### src/rtl/m4ca_pkg.sv
// Types and constants for the 4x4 column-append matrix engine.
`default_nettype none
package m4ca_pkg;

  localparam int unsigned ELEM_W = 32;
  localparam int unsigned PROD_W = 64;
  localparam int unsigned ACC_W  = 66;
  localparam int unsigned FRAC_W = 16;

  localparam logic signed [ELEM_W-1:0] Q_ONE    = 32'sh0001_0000;
  localparam logic signed [ELEM_W-1:0] ELEM_MAX = 32'sh7fff_ffff;
  localparam logic signed [ELEM_W-1:0] ELEM_MIN = 32'sh8000_0000;

  localparam logic [1:0] COL_T = 2'd3;

  typedef enum logic [1:0] {
    OP_IDENTITY  = 2'd0,
    OP_LOAD      = 2'd1,
    OP_APPEND    = 2'd2,
    OP_TRANSLATE = 2'd3
  } op_t;

  typedef logic [3:0][ELEM_W-1:0] column_t;

  // Queued item with its classification.
  typedef struct packed {
    op_t        opcode;
    logic [1:0] column;
    column_t    elems;
    logic       mult;
    logic       writes_mat;
  } item_t;

endpackage
`default_nettype wire

### src/rtl/m4ca_if.sv
// Valid/ready channel interfaces for input and result items.
`default_nettype none
interface m4ca_in_if;
  logic               valid;
  logic               ready;
  logic [1:0]         opcode;
  logic [1:0]         column;
  logic signed [31:0] elem_x;
  logic signed [31:0] elem_y;
  logic signed [31:0] elem_z;
  logic signed [31:0] elem_w;

  modport source (output valid, opcode, column, elem_x, elem_y, elem_z, elem_w,
                  input ready);
  modport sink (input valid, opcode, column, elem_x, elem_y, elem_z, elem_w,
                output ready);
endinterface

`default_nettype wire

### src/rtl/m4ca_front.sv
// Front end: accepts items, classifies them and queues them for the back end.
`default_nettype none
module m4ca_front import m4ca_pkg::*; #(
  parameter int unsigned DEPTH = 2
) (
  input  wire logic clk,
  input  wire logic rst,
  m4ca_in_if.sink   in_ch,
  output logic      q_valid,
  output item_t     q_item,
  input  wire logic q_pop
);

  localparam int unsigned PTR_W = (DEPTH > 1) ? $clog2(DEPTH) : 1;
  localparam int unsigned CNT_W = $clog2(DEPTH + 1);

  item_t             fifo [DEPTH];
  logic [PTR_W-1:0]  wr_ptr;
  logic [PTR_W-1:0]  rd_ptr;
  logic [CNT_W-1:0]  count;
  item_t             item_in;
  logic              push;

  always_comb begin
    item_in.opcode = op_t'(in_ch.opcode);
    item_in.column = in_ch.column;
    item_in.elems  = {in_ch.elem_w, in_ch.elem_z, in_ch.elem_y, in_ch.elem_x};
    unique case (item_in.opcode) inside
      OP_IDENTITY, OP_LOAD: begin
        item_in.mult       = 1'b0;
        item_in.writes_mat = 1'b1;
      end
      OP_APPEND: begin
        item_in.mult       = 1'b1;
        item_in.writes_mat = (in_ch.column == COL_T);
      end
      OP_TRANSLATE: begin
        item_in.mult       = 1'b1;
        item_in.writes_mat = 1'b1;
      end
      default: begin
        item_in.mult       = 1'b1;
        item_in.writes_mat = 1'b1;
      end
    endcase
  end

  assign in_ch.ready = (count != CNT_W'(DEPTH));
  assign push        = in_ch.valid && in_ch.ready;
  assign q_valid     = (count != '0);
  assign q_item      = fifo[rd_ptr];

  always_ff @(posedge clk) begin
    if (push) begin
      fifo[wr_ptr] <= item_in;
    end
  end

  always_ff @(posedge clk) begin
    if (rst) begin
      wr_ptr <= '0;
      rd_ptr <= '0;
      count  <= '0;
    end else begin
      if (push) begin
        wr_ptr <= (wr_ptr == PTR_W'(DEPTH - 1)) ? '0 : wr_ptr + PTR_W'(1);
      end
      if (q_pop) begin
        rd_ptr <= (rd_ptr == PTR_W'(DEPTH - 1)) ? '0 : rd_ptr + PTR_W'(1);
      end
      case ({push, q_pop})
        2'b10:   count <= count + CNT_W'(1);
        2'b01:   count <= count - CNT_W'(1);
        default: count <= count;
      endcase
    end
  end

endmodule
`default_nettype wire

### src/flat_wrapper.sv
// flat-port wrapper written by rule: the top's interface ports become plain ports
module m4ca_front_flat import m4ca_pkg::*;
#(
  parameter int unsigned DEPTH = 2
)
  (clk, rst, q_valid, q_item, q_pop, in_ch_valid, in_ch_opcode, in_ch_column, in_ch_elem_x, in_ch_elem_y, in_ch_elem_z, in_ch_elem_w, in_ch_ready);
  m4ca_in_if in_ch_i ();
  input  wire logic clk;
  input  wire logic rst;
  output logic q_valid;
  output item_t q_item;
  input  wire logic q_pop;
  input wire logic [$bits(in_ch_i.valid)-1:0] in_ch_valid;
  input wire logic [$bits(in_ch_i.opcode)-1:0] in_ch_opcode;
  input wire logic [$bits(in_ch_i.column)-1:0] in_ch_column;
  input wire logic [$bits(in_ch_i.elem_x)-1:0] in_ch_elem_x;
  input wire logic [$bits(in_ch_i.elem_y)-1:0] in_ch_elem_y;
  input wire logic [$bits(in_ch_i.elem_z)-1:0] in_ch_elem_z;
  input wire logic [$bits(in_ch_i.elem_w)-1:0] in_ch_elem_w;
  output wire logic [$bits(in_ch_i.ready)-1:0] in_ch_ready;
  assign in_ch_i.valid = in_ch_valid;
  assign in_ch_i.opcode = in_ch_opcode;
  assign in_ch_i.column = in_ch_column;
  assign in_ch_i.elem_x = in_ch_elem_x;
  assign in_ch_i.elem_y = in_ch_elem_y;
  assign in_ch_i.elem_z = in_ch_elem_z;
  assign in_ch_i.elem_w = in_ch_elem_w;
  assign in_ch_ready = in_ch_i.ready;
  m4ca_front #(.DEPTH(DEPTH)) u_core (.clk(clk), .rst(rst), .in_ch(in_ch_i), .q_valid(q_valid), .q_item(q_item), .q_pop(q_pop));
endmodule
### config.mk
export PLATFORM = sky130hd
export DESIGN_NAME = m4ca_front_flat
export DESIGN_NICKNAME = d
export VERILOG_FILES = /design/src/rtl/m4ca_pkg.sv /design/src/rtl/m4ca_if.sv /design/src/rtl/m4ca_front.sv /design/src/flat_wrapper.sv
export SDC_FILE = /design/constraint.sdc
export NUM_CORES = 1
export LEC_CHECK = 0
export ABC_CLOCK_PERIOD_IN_PS = 8970
export BUFFER_PORTS_ARGS = -buffer_cell sky130_fd_sc_hd__buf_2
export CORE_ASPECT_RATIO = 1.5
export CORE_MARGIN = 5
export CORE_UTILIZATION = 56
export CTS_CLUSTER_SIZE = 12
export DETAILED_ROUTE_END_ITERATION = 8
export PLACE_DENSITY = 0.95
export SLEW_MARGIN = 20
export SYNTH_ARGS = -nofsm -noshare
export SYNTH_HDL_FRONTEND = slang
export SYNTH_SLANG_ARGS = --single-unit
### constraint.sdc
create_clock -name clk -period 8.97 [get_ports clk]
set_clock_uncertainty 0.15 [all_clocks]
set_input_delay 0.897 -clock clk [delete_from_list [all_inputs] [get_ports clk]]
set_output_delay 0.897 -clock clk [all_outputs]
set_load 0.03 [all_outputs]
==> Yosys cells after proc, flatten, opt, wreduce, memory -nomap -nowiden <==
Memories as Yosys holds them, arrays and structs flattened. A register that Yosys moved wholly into a read port is not among the register bits.
Cells that the tools add are included.
Widths: inputs -> output; s select.
{ "op_classes": {"n_addsub": 4, "muxes": 8, "reduce_logical": 5, "n_eq_ne": 6} }
{ "op_table": {"columns": ["operator", "n"], "rows": [
  ["$pmux 2 s2", 2],
  ["$eq 2x2->1 const B", 3],
  ["$mux 1", 6],
  ["$eq 2x1->1 const B", 2],
  ["$reduce_bool 2->1", 2],
  ["$add 1x1->1 const B", 2],
  ["$add 2x1->2 const B", 1],
  ["$logic_not 2->1", 1],
  ["$ne 2x2->1 const B", 1],
  ["$reduce_or 2->1", 1],
  ["$sub 2x1->2 const B", 1],
  ["$logic_and 1x1->1", 1]
]} }
{ "totals": {"input_bits": 136, "ram_bits": 268, "out_inout_bits": 136, "ff_bits": 4, "n_memories": 1, "wordCells": 27} }
{ "mem_list": {"columns": ["name", "words", "word_bits", "rd", "rd_clocked_by_memory_dff", "write_ports", "line_no", "source"], "rows": [
  ["u_core.fifo", 2, 134, 1, 1, 1, "m4ca_front.sv:17", "item_t fifo [DEPTH];"]
]} }

==> Depth between registers and ports, before layout <==
{ "logic_depth": {"word_depth": 4, "mapped_depth": 6, "depth_no_buf": 6} }

==> Worst setup path before layout <==
No wires, ideal clock.
{ "synth_path": {"path_kind": "input port to flip-flop", "startpoint": "input port in_ch_valid", "endpoint": "memory u_core.fifo[1][0] (netlist name) (enable)", "path_stages": 1, "setup_slack_ns": 4.281, "setup_ns": 0.510, "required_ns": 8.310, "arrival_time_ns": 4.029, "n_path_buf": 0, "path_cell_list": "and3_1"} }
{ "synth_via": {"elab_chain_len": 3} }
{ "synth_lines": {"columns": ["element", "line_no", "source"], "rows": [
  ["from (decl)", "flat_wrapper.sv:13", "input wire logic [$bits(in_ch_i.valid)-1:0] in_ch_valid;"],
  ["$logic_and 1x1->1", "m4ca_front.sv:49", "assign push = in_ch.valid && in_ch.ready;"],
  ["$mux 1", "m4ca_front.sv:54", "if (push) begin"],
  ["$mux 1 (not written as such)", "m4ca_front.sv:55", "fifo[wr_ptr] <= item_in;"],
  ["to (decl)", "m4ca_front.sv:17", null]
]} }
No other way between the ends.

==> impl.org <==
** Run status
- Status :: finished clean

** Global route
- The via count of the first global-routing pass came to ~5,700.
- Wire length of the first global-routing pass :: roughly 30 mm
- Maximum number of pins on one net before global-route repair :: between 70 and 80
- The initial antenna violation count is 5.
- For this run, the total global-route usage over all layers was measured as a little under a fifth.
- Summed over all layers, the global routing overflow is 0.

** Drt
- In the routed design, unresolved DRC markers number 0.
- Detailed routing inserted a total of roughly 5,100 vias.
- Initial DRC count :: 344
- In the routed layout, each cell is associated on average with a via count of about 5.3.
- First-pass DRT Iterations :: 5
- The final layout contains routed wiring with a total length of between 20 and 25 mm.
- Post-detailed-route count of antenna-violating nets :: 0
- After detailed routing, the average wire length per cell comes to 21.1 um.

** Yosys
- After Yosys synthesis, and, or, nand and nor cells account for 0.580% of the synthesized area.
- Synth warn :: 0
- After synthesis, flip-flops and latches occupy about four fifths of the total area.
- Combinational family with the most area after synthesis :: multiplexers
- Post-synthesis cell type count :: 21
- Of the total synthesized cell area, the portion taken by full adders, half adders and majority gates is less than 1%.
- Post-synthesis instance total :: 443
- Mux contribution to synthesized area :: between 15 and 20%
- Synth Area per Inst :: roughly 23 um^2
- Syn nets :: 580
- Compound-cell area share of the yosys netlist :: less than 1%
- Seq cells post-synth :: about 270
- Combined area of all synthesized cells :: just over 0.01 mm^2
- Xor and xnor fraction of the mapped netlist area :: less than 1%

** Flow run
- Across the run, the number of max-cap violations was 0.

** Clocking
- Clk Tree Root Cell :: clkbuf_16
- Hold bufs inserted after CTS :: 0
- The clock drives between 200 and 300 sinks.
- TritonCTS built the clock tree.
- Number of levels in the clock H-tree :: 1
- Maximum number of buffers from clock root to sink :: 3
- Post-CTS timing repair inserted 0 buffers for setup.
- Number of buffers created by CTS :: 27
- After clock tree synthesis, the clock-pin slew on the worst setup and hold paths is around 0.06 ns.
- In this run, post-CTS repair resized a total of 0 instances.
- Clk Latency, worst-skew pair :: about 0.51 ns

** Timing
- For the pin with the worst max-slew slack, the measured transition is about 1.1 ns.
- Portion of the clock cycle consumed by the worst path in the final layout :: 46.6%
- Derived from the worst setup path, the maximum achievable clock frequency is about 0.24 GHz.
- Setup violations remaining at the end of the flow were counted as 0.
- Setup repair after global routing left no endpoint under its margin.
- In this run the tightest slew margin relative to its limit is 25.5%.
- Setup total negative slack on the finished layout was measured at 0 ns.
- Worst hold margin :: between 0.3 and 0.4 ns
- Shortest period the worst path allows :: ~4.2 ns
- The max-slew violation total from the final report is 0.
- Fin. Hold Viols :: 0

** Setup path
- Maximum fanout along the worst path :: between 70 and 80
- Data on the critical path is required at its endpoint by slightly below 8 ns.
- Slack of the worst reg-to-reg path :: ~6.0 ns
- The worst register-to-register path begins at u_core.count[0]$_SDFFE_PP0P_.
- Data arrives at the worst endpoint at approximately 3.1 ns.
- Type of element capturing the critical path :: primary output
- The setup path with the least slack is of type reg2out.
- Critical Path Start Type :: flip-flop

** Placed design
- The congestion estimate from routability-driven global placement came to roughly 0.75.
- Port buffering added roughly 270 buffers.
- Post-DP HPWL :: about 14 mm

** Die
- Measured along the y axis, the die boundary spans ~170 um.
- The floorplan step defined a core boundary enclosing about 0.018 mm^2.
- In this run the count of I/O pins placed on the die edge is roughly 270.
- Overall die width :: 120 um
- # rows :: 60
- The initial utilization of the core area, before any placement, comes to about 57%.
- Die area :: ~0.021 mm^2

** Finish
- The area growth from synthesis to layout is 22.6%.
- Most common cell after layout, fill and taps aside :: buf_2
- In the final design database the tool counted 867 nets.
- Leading cell types in the layout, fill and taps excluded :: 271 x buf_2, 268 x edfxtp_1, 74 x mux2_2
- The post-route netlist has between 50% and 60% of its cells at a drive strength greater than 1.

** Pwr
- Power spread over the standard cell area amounts to about 250 mW/mm^2.
- Largest vdd supply drop :: 0.256 mV
- For this design the static power due to leakage is between 4 and 5 nW.

** Hold path
- The min-delay analysis places its worst path in the category reg2reg.
- Hold Startpoint :: u_core.count[1]$_SDFFE_PP0P_
[worst paths after layout]
path / depth (start not counted) / endpoint
setup / recovery: 3 / q_item[22]
hold / removal: 2 / u_core.count[1]$_SDFFE_PP0P_
setup reg to reg: 3 / u_core.fifo[1][79]$_DFFE_PP_
hold reg to reg: 2 / u_core.count[1]$_SDFFE_PP0P_
[worst max-delay path, stage by stage (launching register included)]
cell	delay, ns
dfxtp_4	0.98
buf_4	0.95
mux2_2	0.43
buf_2	0.18
[synthesized netlist by cell type]
cell | number | area, um^2
inv_1 | 1 | 3.75
buf_2 | 7 | 35.0
xnor2_1 | 2 | 17.5
nand2_1 | 2 | 7.51
xor2_1 | 1 | 8.76
nand3b_1 | 2 | 15.0
a21bo_2 | 1 | 10.0
and3_1 | 1 | 6.26
a21oi_1 | 2 | 10.0
or2_2 | 1 | 6.26
dfxtp_1 | 5 | 100
edfxtp_1 | 268 | 8050
nor2_1 | 3 | 11.3
clkbuf_1 | 1 | 3.75
nand2b_1 | 1 | 6.26
o21ai_0 | 1 | 5.00
or3_1 | 1 | 6.26
buf_6 | 8 | 90.1
mux2_2 | 74 | 833
ha_1 | 1 | 12.5
mux2_4 | 60 | 901
[power by group]
part / internal, mW / switching, mW
clock: 0.554 / 0.409
sequential: 1.54 / 0.0426
combinational: 0.189 / 0.338
total: 2.28 / 0.789
[per-stage QoR]
step           std cells  setup WS [ns]  total power, mW  cell area (um^2)  util [%]
6_report             964           4.79             3.07             12400      69.5
4_1_cts              958           4.72             3.10             12400      69.5
3_5_place_dp         918           5.25             2.14             11700      65.3
2_1_floorplan        443           4.28             1.98             10100         -
3_3_place_gp         918           5.29             2.12             11700      65.3
5_1_grt              964           4.63             3.19             12400      69.5
[cells by family (layout without fill, tap and decap cells)]
family	after synthesis	in the layout
muxes	134	134
buffers and inverters	17	315
other	0	6
and+or+nand+nor	11	11
adders and majority gates	1	1
AOI/OAI and AO/OA	4	4
xor gates and xnor gates	3	3
DFF	273	273
[layer usage]
metal	global-route usage [%]	vias to the layer above	wire (um)
li1	-	2325	-
met2	35.5	215	11400
met4	8.93	0	786
met5	0	-	0
met3	4.27	54	1320
met1	19.1	2521	6780
[area by class of cell]
type	instances	area, um^2
Fill cell	1127	5440
Inverter	1	6.26
Timing Repair Buffer	274	1380
Clock inverter	3	17.5
Tap cell	217	272
Sequential cell	273	8150
Antenna cell	6	15.0
Multi-Input combinational cell	153	1860
Clock buffer	37	723
[flip-flops by register name, indices dropped and copies added, names as in the netlist, named ones only]
| name | cells |
|---|---|
| u_core.fifo | 268 |
| u_core.count | 2 |
| u_core.rd_ptr | 1 |
| u_core.wr_ptr | 1 |
No activity file was read; power rests on OpenSTA's default activity.
